[config.mk]
export PLATFORM = sky130hd
export DESIGN_NAME = layer_window_blend_compositor
export DESIGN_NICKNAME = d
export VERILOG_FILES = /design/src/hw/rtl/lwbc_pkg.sv /design/src/hw/rtl/layer_window_blend_compositor.sv /design/src/hw/rtl/lwbc_cfg.sv /design/src/hw/rtl/lwbc_window.sv /design/src/hw/rtl/lwbc_layer_sel.sv /design/src/hw/rtl/lwbc_blend.sv
export SDC_FILE = /design/constraint.sdc
export NUM_CORES = 1
export LEC_CHECK = 0
export BUFFER_PORTS_ARGS = -buffer_cell sky130_fd_sc_hd__clkbuf_2
export CAP_MARGIN = 10
export CORE_ASPECT_RATIO = 1.1
export CORE_MARGIN = 5
export CORE_UTILIZATION = 58
export CTS_CLUSTER_DIAMETER = 40
export DETAILED_ROUTE_END_ITERATION = 7
export HOLD_SLACK_MARGIN = 0.06
export PLACE_DENSITY_LB_ADDON = 0.3
export SYNTH_ARGS = -nofsm -noshare
export SYNTH_HDL_FRONTEND = slang
export SYNTH_SLANG_ARGS = --single-unit
[constraint.sdc]
create_clock -name clk -period 14.6 [get_ports clk]
set_clock_uncertainty 0.2 [all_clocks]
set_input_delay 2.19 -clock clk [delete_from_list [all_inputs] [get_ports clk]]
set_output_delay 2.19 -clock clk [all_outputs]
set_load 0.01 [all_outputs]
[src/hw/rtl/lwbc_pkg.sv]
// shared types, constants and helpers of the layer window blend compositor
`default_nettype none

package lwbc_pkg;

	localparam int SCREEN_WIDTH = 240;
	localparam int SCREEN_HEIGHT = 160;
	localparam int CLIP_COLUMN = 240;

	localparam int IN_BITS = 104;
	localparam int OUT_BITS = 24;

	typedef logic [2:0] layer_t;
	localparam layer_t LAYER_SPRITE = 3'd4;
	localparam layer_t LAYER_BACKDROP = 3'd5;

	typedef enum logic [2:0] {
		REG_LAYER_ENABLE,
		REG_BG_PRIORITIES,
		REG_BLEND_CONTROL,
		REG_BLEND_COEFFS,
		REG_WIN0_BOUNDS,
		REG_WIN1_BOUNDS,
		REG_WINDOW_CONTROLS,
		REG_BACKDROP_COLOR
	} cfg_reg_t;

	typedef enum logic [1:0] {
		FX_NONE,
		FX_ALPHA,
		FX_BRIGHTEN,
		FX_DARKEN
	} effect_t;

	typedef struct packed {
		logic [6:0]  layer_enable;
		logic [7:0]  bg_priorities;
		logic [13:0] blend_control;
		logic [14:0] blend_coeffs;
		logic [31:0] win0_bounds;
		logic [31:0] win1_bounds;
		logic [17:0] window_controls;
		logic [14:0] fill_color;
	} cfg_t;

	typedef struct packed {
		logic [23:0] front_color;
		logic [23:0] bot_color;
		layer_t      front_layer;
		layer_t      bot_layer;
	} layer_pick_t;

	function automatic logic [23:0] widen555(input logic [14:0] c);
		return {c[14:10], 3'b000, c[9:5], 3'b000, c[4:0], 3'b000};
	endfunction

	function automatic logic [4:0] cap16(input logic [4:0] v);
		return (v > 5'd16) ? 5'd16 : v;
	endfunction

endpackage

`default_nettype wire

[src/hw/rtl/layer_window_blend_compositor.sv]
// top level of the layer window blend compositor
`default_nettype none

// Composites one pixel per clock unless m_tready holds the output: each
// transaction carries the four background colors, the sprite color and its
// priority for one screen position, and gives one 24-bit color. Each pixel
// passes the input register and then the result register, with window test, layer
// selection and the color effect in the single logic stage between them. The
// result register lets a new pixel enter while a finished one waits on m_tready.
// Configuration writes are taken every cycle and should happen only while idle.

module layer_window_blend_compositor (
	input  wire logic        clk,
	input  wire logic        arst_n,
	input  wire logic        s_tvalid,
	output logic             s_tready,
	// line, x, bg0_pixel, bg1_pixel, bg2_pixel, bg3_pixel, sprite_pixel,
	// sprite_priority, zero pad
	input  wire logic [103:0] s_tdata,
	output logic             m_tvalid,
	input  wire logic        m_tready,
	// pixel_color
	output logic [23:0]      m_tdata,
	input  wire logic        cfg_valid,
	output logic             cfg_ready,
	input  wire logic [2:0]  cfg_index,
	input  wire logic [31:0] cfg_data
);

	lwbc_pkg::cfg_t        cfg;
	lwbc_pkg::layer_pick_t pick;
	logic [5:0]            mask;
	logic [23:0]           color;

	logic                  valid_s1;
	logic [7:0]            line_s1, x_s1;
	logic [3:0][15:0]      bg_s1;
	logic [15:0]           sprite_s1;
	logic [1:0]            spri_s1;
	logic                  valid_s2;
	logic [23:0]           color_s2;
	logic                  adv;

	assign adv = !valid_s2 || m_tready;
	assign s_tready = !valid_s1 || adv;

	always_ff @(posedge clk or negedge arst_n) begin
		if (!arst_n) begin
			valid_s1 <= 1'b0;
			valid_s2 <= 1'b0;
		end else begin
			if (s_tready) valid_s1 <= s_tvalid;
			if (adv) valid_s2 <= valid_s1;
		end
	end

	always_ff @(posedge clk) begin
		if (s_tvalid && s_tready) begin
			line_s1 <= s_tdata[7:0];
			x_s1 <= s_tdata[15:8];
			bg_s1[0] <= s_tdata[31:16];
			bg_s1[1] <= s_tdata[47:32];
			bg_s1[2] <= s_tdata[63:48];
			bg_s1[3] <= s_tdata[79:64];
			sprite_s1 <= s_tdata[95:80];
			spri_s1 <= s_tdata[97:96];
		end
		if (adv && valid_s1) color_s2 <= color;
	end

	lwbc_cfg u_cfg (
		.clk       (clk),
		.arst_n    (arst_n),
		.cfg_valid (cfg_valid),
		.cfg_ready (cfg_ready),
		.cfg_index (cfg_index),
		.cfg_data  (cfg_data),
		.cfg       (cfg)
	);

	lwbc_window u_window (
		.cfg  (cfg),
		.line (line_s1),
		.x    (x_s1),
		.mask (mask)
	);

	lwbc_layer_sel u_layer_sel (
		.cfg             (cfg),
		.mask            (mask),
		.bg_pixel        (bg_s1),
		.sprite_pixel    (sprite_s1),
		.sprite_priority (spri_s1),
		.pick            (pick)
	);

	lwbc_blend u_blend (
		.cfg   (cfg),
		.pick  (pick),
		.fx_en (mask[5]),
		.x     (x_s1),
		.color (color)
	);

	assign m_tvalid = valid_s2;
	assign m_tdata = color_s2;

endmodule

`default_nettype wire

[src/hw/rtl/lwbc_cfg.sv]
// configuration register file
`default_nettype none

module lwbc_cfg (
	input  wire logic             clk,
	input  wire logic             arst_n,
	input  wire logic             cfg_valid,
	output logic                  cfg_ready,
	input  wire logic [2:0]       cfg_index,
	input  wire logic [31:0]      cfg_data,
	output lwbc_pkg::cfg_t        cfg
);

	lwbc_pkg::cfg_t cfg_q;

	assign cfg_ready = 1'b1;
	assign cfg = cfg_q;

	always_ff @(posedge clk or negedge arst_n) begin
		if (!arst_n) begin
			cfg_q <= '0;
		end else if (cfg_valid && cfg_ready) begin
			case (lwbc_pkg::cfg_reg_t'(cfg_index))
				lwbc_pkg::REG_LAYER_ENABLE:    cfg_q.layer_enable <= cfg_data[6:0];
				lwbc_pkg::REG_BG_PRIORITIES:   cfg_q.bg_priorities <= cfg_data[7:0];
				lwbc_pkg::REG_BLEND_CONTROL:   cfg_q.blend_control <= cfg_data[13:0];
				lwbc_pkg::REG_BLEND_COEFFS:    cfg_q.blend_coeffs <= cfg_data[14:0];
				lwbc_pkg::REG_WIN0_BOUNDS:     cfg_q.win0_bounds <= cfg_data;
				lwbc_pkg::REG_WIN1_BOUNDS:     cfg_q.win1_bounds <= cfg_data;
				lwbc_pkg::REG_WINDOW_CONTROLS: cfg_q.window_controls <= cfg_data[17:0];
				lwbc_pkg::REG_BACKDROP_COLOR:  cfg_q.fill_color <= cfg_data[14:0];
				default: ;
			endcase
		end
	end

endmodule

`default_nettype wire

[src/hw/rtl/lwbc_window.sv]
// window hit test and control mask selection
`default_nettype none

module lwbc_window (
	input  wire lwbc_pkg::cfg_t   cfg,
	input  wire logic [7:0]       line,
	input  wire logic [7:0]       x,
	output logic [5:0]            mask
);

	localparam logic [8:0] WIDTH_LIM = 9'(lwbc_pkg::SCREEN_WIDTH);
	localparam logic [8:0] HEIGHT_LIM = 9'(lwbc_pkg::SCREEN_HEIGHT);

	function automatic logic window_hit(input logic [31:0] bounds, input logic [7:0] ln,
			input logic [7:0] px);
		logic [8:0] right, left, bottom, top, ln9, px9;
		logic       in_v, in_h;
		right = {1'b0, bounds[7:0]};
		left = {1'b0, bounds[15:8]};
		bottom = {1'b0, bounds[23:16]};
		top = {1'b0, bounds[31:24]};
		ln9 = {1'b0, ln};
		px9 = {1'b0, px};
		if (right > WIDTH_LIM) right = WIDTH_LIM;
		if (bottom > HEIGHT_LIM) bottom = HEIGHT_LIM;
		in_v = (top <= bottom) && (ln9 >= top) && (ln9 < bottom);
		// left past right means the span wraps around the line end
		if (left > right) in_h = (px9 >= left) || (px9 < right);
		else in_h = (px9 >= left) && (px9 < right);
		return in_v && in_h;
	endfunction

	logic w0_en, w1_en;

	assign w0_en = cfg.layer_enable[5];
	assign w1_en = cfg.layer_enable[6];

	always_comb begin
		mask = 6'h3F;
		if (w0_en || w1_en) begin
			mask = cfg.window_controls[17:12];
			if (w1_en && window_hit(cfg.win1_bounds, line, x)) mask = cfg.window_controls[11:6];
			if (w0_en && window_hit(cfg.win0_bounds, line, x)) mask = cfg.window_controls[5:0];
		end
	end

endmodule

`default_nettype wire

[src/hw/rtl/lwbc_layer_sel.sv]
// picks the top and second visible opaque layers by priority
`default_nettype none

module lwbc_layer_sel (
	input  wire lwbc_pkg::cfg_t       cfg,
	input  wire logic [5:0]           mask,
	input  wire logic [3:0][15:0]     bg_pixel,
	input  wire logic [15:0]          sprite_pixel,
	input  wire logic [1:0]           sprite_priority,
	output lwbc_pkg::layer_pick_t     pick
);

	// layers 0-3 are backgrounds, layer 4 the sprite
	logic [4:0]       elig;
	logic [4:0][4:0]  key;
	logic [4:0][2:0]  rank;
	logic [4:0][15:0] pix;
	logic [23:0]      back;

	always_comb begin
		pix[0] = bg_pixel[0];
		pix[1] = bg_pixel[1];
		pix[2] = bg_pixel[2];
		pix[3] = bg_pixel[3];
		pix[4] = sprite_pixel;
		for (int l = 0; l < 4; l++) begin
			elig[l] = cfg.layer_enable[l] && mask[l] && pix[l][15];
			// sprite goes ahead of backgrounds at equal priority
			key[l] = {cfg.bg_priorities[2*l +: 2], 3'(l + 1)};
		end
		elig[4] = cfg.layer_enable[4] && mask[4] && sprite_pixel[15];
		key[4] = {sprite_priority, 3'd0};
	end

	always_comb begin
		for (int l = 0; l < 5; l++) begin
			rank[l] = 3'd0;
			for (int j = 0; j < 5; j++) begin
				if (elig[j] && (key[j] < key[l])) rank[l] = rank[l] + 3'd1;
			end
		end
	end

	assign back = lwbc_pkg::widen555(cfg.fill_color);

	always_comb begin
		pick.front_color = back;
		pick.bot_color = back;
		pick.front_layer = lwbc_pkg::LAYER_BACKDROP;
		pick.bot_layer = lwbc_pkg::LAYER_BACKDROP;
		for (int l = 0; l < 5; l++) begin
			if (elig[l] && rank[l] == 3'd0) begin
				pick.front_color = lwbc_pkg::widen555(pix[l][14:0]);
				pick.front_layer = 3'(l);
			end
			if (elig[l] && rank[l] == 3'd1) begin
				pick.bot_color = lwbc_pkg::widen555(pix[l][14:0]);
				pick.bot_layer = 3'(l);
			end
		end
	end

endmodule

`default_nettype wire

[src/hw/rtl/lwbc_blend.sv]
// color effects: alpha blend, brighten, darken, plus clip column
`default_nettype none

module lwbc_blend (
	input  wire lwbc_pkg::cfg_t        cfg,
	input  wire lwbc_pkg::layer_pick_t pick,
	input  wire logic                  fx_en,
	input  wire logic [7:0]            x,
	output logic [23:0]                color
);

	localparam logic [8:0] CLIP_LIM = 9'(lwbc_pkg::CLIP_COLUMN);

	logic [4:0]  eva, evb, evy;
	logic [5:0]  first_mask, second_mask;
	logic        first, second;
	logic [23:0] alpha_c, bright_c, dark_c, fx_c;

	assign eva = lwbc_pkg::cap16(cfg.blend_coeffs[4:0]);
	assign evb = lwbc_pkg::cap16(cfg.blend_coeffs[9:5]);
	assign evy = lwbc_pkg::cap16(cfg.blend_coeffs[14:10]);
	assign first_mask = cfg.blend_control[5:0];
	assign second_mask = cfg.blend_control[13:8];
	assign first = first_mask[pick.front_layer];
	assign second = second_mask[pick.bot_layer];

	always_comb begin
		logic [7:0]  t, b;
		logic [12:0] sum, inc, dec;
		for (int k = 0; k < 3; k++) begin
			t = pick.front_color[8*k +: 8];
			b = pick.bot_color[8*k +: 8];
			sum = ({5'd0, t} * {8'd0, eva}) + ({5'd0, b} * {8'd0, evb});
			alpha_c[8*k +: 8] = (sum[12:4] > 9'd255) ? 8'd255 : sum[11:4];
			// brighten stays within 255 since the step is a fraction of the headroom
			inc = {5'd0, 8'd255 - t} * {8'd0, evy};
			bright_c[8*k +: 8] = t + inc[11:4];
			dec = {5'd0, t} * {8'd0, evy};
			dark_c[8*k +: 8] = t - dec[11:4];
		end
	end

	always_comb begin
		fx_c = pick.front_color;
		if (fx_en) begin
			case (lwbc_pkg::effect_t'(cfg.blend_control[7:6]))
				lwbc_pkg::FX_ALPHA:    if (first && second) fx_c = alpha_c;
				lwbc_pkg::FX_BRIGHTEN: if (first) fx_c = bright_c;
				lwbc_pkg::FX_DARKEN:   if (first) fx_c = dark_c;
				default: ;
			endcase
		end
	end

	assign color = ({1'b0, x} >= CLIP_LIM) ? 24'd0 : fx_c;

endmodule

`default_nettype wire

==> impl_table.tex <==
\begin{tabular}{lr}
\hline
Metric & Value \\
\hline
\multicolumn{2}{l}{\textbf{Outcome}} \\
\quad Run status & finished, final reports clean \\
\multicolumn{2}{l}{\textbf{Placement}} \\
\quad DP HPWL & 54700 um \\
\quad Area after detailed placement & 27300 um\^{}2 \\
\quad Final Wtd Congestion & 1.00 \\
\quad Port-buffer cells & 163 \\
\multicolumn{2}{l}{\textbf{Setup path}} \\
\quad Slowest library cell on the worst path & sky130\_fd\_sc\_hd\_\_fa\_1 \\
\quad Launching element type of the critical path & register \\
\quad Required time reported for the critical path endpoint & 14.69 ns \\
\quad Dominant cell type by count on the critical path & sky130\_fd\_sc\_hd\_\_inv\_1 \\
\quad Path type of the worst setup path & reg2reg \\
\quad Setup slack, reg-to-reg & 0.85 ns \\
\quad Arrival time reported for the critical path endpoint & 13.84 ns \\
\quad Worst-path maximum fanout & 12 \\
\quad Critical path endpoint category & register \\
\quad Largest stage delay on the critical path & 0.58 ns \\
\quad Launch point of the worst reg-to-reg path & u\_cfg.cfg[53]\$\_DFFE\_PN0P\_ \\
\quad Crit path launch & u\_cfg.cfg[53]\$\_DFFE\_PN0P\_ \\
\multicolumn{2}{l}{\textbf{Clocking}} \\
\quad Clock latency on the worst-skew pair & 0.58 ns \\
\quad Level count of the clock H-tree & 2 \\
\quad CTS buffer count & 42 \\
\quad Root Buffer & sky130\_fd\_sc\_hd\_\_clkbuf\_16 \\
\quad Clk sink count & 265 \\
\quad Clock Pin Slew Worst Setup and Hold Paths & 0.06 ns \\
\quad Largest buffer count on any clock path & 3 \\
\quad TritonCTS clock tree & done \\
\multicolumn{2}{l}{\textbf{Global route}} \\
\quad Maximum number of pins on one net before global-route repair & 80 \\
\quad Fraction of met2 tracks used by global routing & 49.2\% \\
\quad Via count of the first global-routing pass & 21318 \\
\quad Overall track demand over capacity in global routing & 29.1\% \\
\quad Global routing usage on met1 & 36.5\% \\
\quad Antenna violations before repair & 1 \\
\quad Layer with the highest usage after global routing & met2 \\
\quad Total gr overflow & 0 \\
\quad Global-route track usage on met3 & 4.87\% \\
\quad Wire length of the first global-routing pass & 113000 um \\
\multicolumn{2}{l}{\textbf{Logic synthesis}} \\
\quad Synth Warn \# & 0 \\
\quad Net Count, Synth & 3261 \\
\quad Ys async rst share & 54.0\% \\
\quad Number of synthesized flops with an enable pin & 122 \\
\quad Distinct cell type count after synthesis & 99 \\
\quad Synthesized netlist cell count & 2623 \\
\quad Dominant synthesized flop cell & sky130\_fd\_sc\_hd\_\_dfrtp\_1 \\
\quad Register bit total from synthesis & 265 \\
\quad Post-synthesis instance area & 25900 um\^{}2 \\
\quad Sequential element share of the synthesized area & 28.0\% \\
\quad Post-synthesis area per instance & 9.87 um\^{}2 \\
\multicolumn{2}{l}{\textbf{Cells and area}} \\
\quad Count of antenna diodes in the layout & 0 \\
\quad Area of all placed cells without fillers & 28900 um\^{}2 \\
\quad Most common cell after layout, fill and taps aside & sky130\_fd\_sc\_hd\_\_ha\_1 \\
\quad Final Util & 65.3\% \\
\quad Number of nets in the layout & 3414 \\
\quad Layout cells sized above 1 & 17.7\% \\
\quad Most frequent cells in the layout & 335 x sky130\_fd\_sc\_hd\_\_ha\_1, 299 x sky130\_fd\_sc\_hd\_\_inv\_1, 250 x sky130\_fd\_sc\_hd\_\_nand2\_1 \\
\quad Growth of design area from synthesis to finish & 11.7\% \\
\multicolumn{2}{l}{\textbf{Power and ir drop}} \\
\quad Leak pwr & 0.0139 uW \\
\quad Sequential Power Share & 13.1\% \\
\quad Clock Power Share & 14.2\% \\
\quad Sw power & 3830 uW \\
\quad Power consumption & 7850 uW \\
\quad Cell internal pwr & 4020 uW \\
\quad Net switching share of the total power & 48.8\% \\
\quad VDD IR-drop max & 0.157 mV \\
\quad Power per Cell Area & 271 nW/um\^{}2 \\
\quad Combinational share of power & 72.7\% \\
\multicolumn{2}{l}{\textbf{Timing}} \\
\quad Unrepaired setup endpoints after global routing & false \\
\quad Achievable clock frequency & 0.0727 GHz \\
\quad Final-report setup violation count & 0 \\
\quad Max Transition Viols Final & 0 \\
\quad Period utilisation layout & 94.2\% \\
\quad Transition time at the pin with the least slew margin & 1.19 ns \\
\quad Final count of hold timing violations & 0 \\
\quad Minimum clock period after layout & 13.75 ns \\
\quad Worst slew slack as a fraction of its limit & 20.5\% \\
\quad Setup TNS & 0 ns \\
\multicolumn{2}{l}{\textbf{Routing}} \\
\quad Vias per std cell & 6.03 \\
\quad First-pass iteration count of the detailed router & 6 \\
\quad Wire length after detailed routing & 71400 um \\
\quad Total DRC errors in the routed layout & 0 \\
\quad Routed via count & 20460 \\
\quad Antenna Violating Nets Remaining & 0 \\
\quad Detail-routed net length per standard cell & 21.0 um \\
\quad Starting DRC count in detailed routing & 1567 \\
\multicolumn{2}{l}{\textbf{Min path}} \\
\quad Launch instance of the worst min-delay path & u\_cfg.cfg[65]\$\_DFFE\_PN0P\_ \\
\quad Classification of the worst-slack hold path & reg2reg \\
\multicolumn{2}{l}{\textbf{Floorplanning}} \\
\quad Total core area & 44300 um\^{}2 \\
\quad Std cell rows & 81 \\
\quad Die width & 211 um \\
\quad DIE HEIGHT & 232 um \\
\quad Floorplan die area & 48900 um\^{}2 \\
\quad Initial core utilization & 58.4\% \\
\quad Ports & 171 \\
\multicolumn{2}{l}{\textbf{Flow run}} \\
\quad Max-cap violations & 0 \\
\hline
\end{tabular}
==> power by group through the flow <==
| stage | clock network (uW) | registers, uW | logic [uW] |
|---|---|---|---|
| after floorplan | 0 | 1010 | 4210 |
| after global placement | 0 | 1030 | 5420 |
| after detailed placement | 0 | 1040 | 5610 |
| after CTS | 1130 | 1030 | 5690 |
| after global routing | 1160 | 1040 | 6380 |
| final | 1110 | 1030 | 5710 |
==> critical path: cells and delay by family, from the launching register on <==
kind	cells	cell delay (ns)
flip-flops	1	0.39
AO/OA/AOI/OAI	14	3.05
XOR/XNOR	3	0.53
multiplexers	4	1.30
buffers and inverters	9	0.96
AND/OR/NAND/NOR	13	3.18
adder cells (fa/ha/maj)	9	3.84
==> metrics by stage <==
stage / hold WS [ns] / setup WS [ns] / instances
global route: 0.316 / 0.0245 / 3391
detailed placement: 0.289 / 0.923 / 3312
global placement: 0.269 / 1.22 / 3312
finish: 0.298 / 0.847 / 3391
floorplan: 0.249 / 2.55 / 2623
CTS: 0.299 / 0.863 / 3390
==> routing by layer <==
metal | routed length, um | part of all wire [%] | vias to the layer above
met1 | 28200 | 39 | 10105
met3 | 4880 | 6.8 | 210
met5 | 7 | 0.0098 | -
met4 | 3670 | 5.1 | 2
met2 | 34600 | 49 | 771
li1 | - | - | 9372
==> final cells by class <==
cell class,count,area (um^2)
Sequential cell,265,7240
Timing Repair Buffer,205,1140
Clock inverter,33,509
Tap cell,581,727
Clock buffer,45,1070
Multi-Input combinational cell,1960,17100
Inverter,302,1130
Fill cell,3452,15400
==> sequential cells by signal (all words and copies together), names as in the netlist <==
name and flops:
u_cfg.cfg 141, bg_s1 64, m_tdata 24, sprite_s1 16
line_s1 8, x_s1 8, spri_s1 2, m_tvalid 1
valid_s1 1
==> timing repair <==
item                                    in CTS  in global routing
buffers inserted                             0                  1
endpoints found under the setup margin       0                  9
hold buffers                                 0                  0
gates resized for setup                      0                  2
==> synthesized netlist by cell type, types with 16 or more instances <==
cell                       count  area share (%)
sky130_fd_sc_hd__nor3_1       22            0.43
sky130_fd_sc_hd__inv_1       299             4.3
sky130_fd_sc_hd__mux2_2      142             6.2
sky130_fd_sc_hd__clkbuf_1     65            0.94
sky130_fd_sc_hd__xor2_1       35             1.2
sky130_fd_sc_hd__nor2_1      186             2.7
sky130_fd_sc_hd__o21bai_1     30            0.87
sky130_fd_sc_hd__ha_1        335              16
sky130_fd_sc_hd__a31oi_1      22            0.53
sky130_fd_sc_hd__nand2b_1     36            0.87
sky130_fd_sc_hd__xnor2_1      82             2.8
sky130_fd_sc_hd__dfrtp_1     143              14
sky130_fd_sc_hd__o211ai_1     21            0.61
sky130_fd_sc_hd__fa_1        159              12
sky130_fd_sc_hd__nand2_1     250             3.6
sky130_fd_sc_hd__mux2i_1      60             2.3
sky130_fd_sc_hd__edfxtp_1    122              14
sky130_fd_sc_hd__or2_2        25            0.60
sky130_fd_sc_hd__a21oi_1     118             2.3
sky130_fd_sc_hd__o21ai_0      97             1.9
sky130_fd_sc_hd__nor2b_1      25            0.60
sky130_fd_sc_hd__and2_1       42             1.0
sky130_fd_sc_hd__nand3_1      16            0.31
sky130_fd_sc_hd__a21o_1       36             1.0
==> path summary, 6_finish.rpt <==
| kind | to | cells after the start |
|---|---|---|
| max | m_tdata[15]$_SDFFCE_PP0P_ | 52 |
| min | u_cfg.cfg[65]$_DFFE_PN0P_ | 1 |
| max reg2reg | m_tdata[15]$_SDFFCE_PP0P_ | 52 |
| min reg2reg | u_cfg.cfg[65]$_DFFE_PN0P_ | 1 |
| max in group asynchronous | u_cfg.cfg[82]$_DFFE_PN0P_ | 2 |
| min in group asynchronous | u_cfg.cfg[43]$_DFFE_PN0P_ | 1 |
==> kinds of logic (layout without fill, tap and decap cells) <==
logic type / count (synthesis) / after routing / share of synthesized area (%)
buf+inv: 398 / 585 / 6.08
other cells: 1 / 1 / 0.0145
simple gates: 678 / 678 / 12.5
xor+xnor: 117 / 117 / 3.96
mux: 206 / 206 / 8.73
fa+ha+maj: 494 / 494 / 28.5
compound gates: 464 / 464 / 12.3
flops: 265 / 265 / 28.0
(Power assumes the default switching activity.)
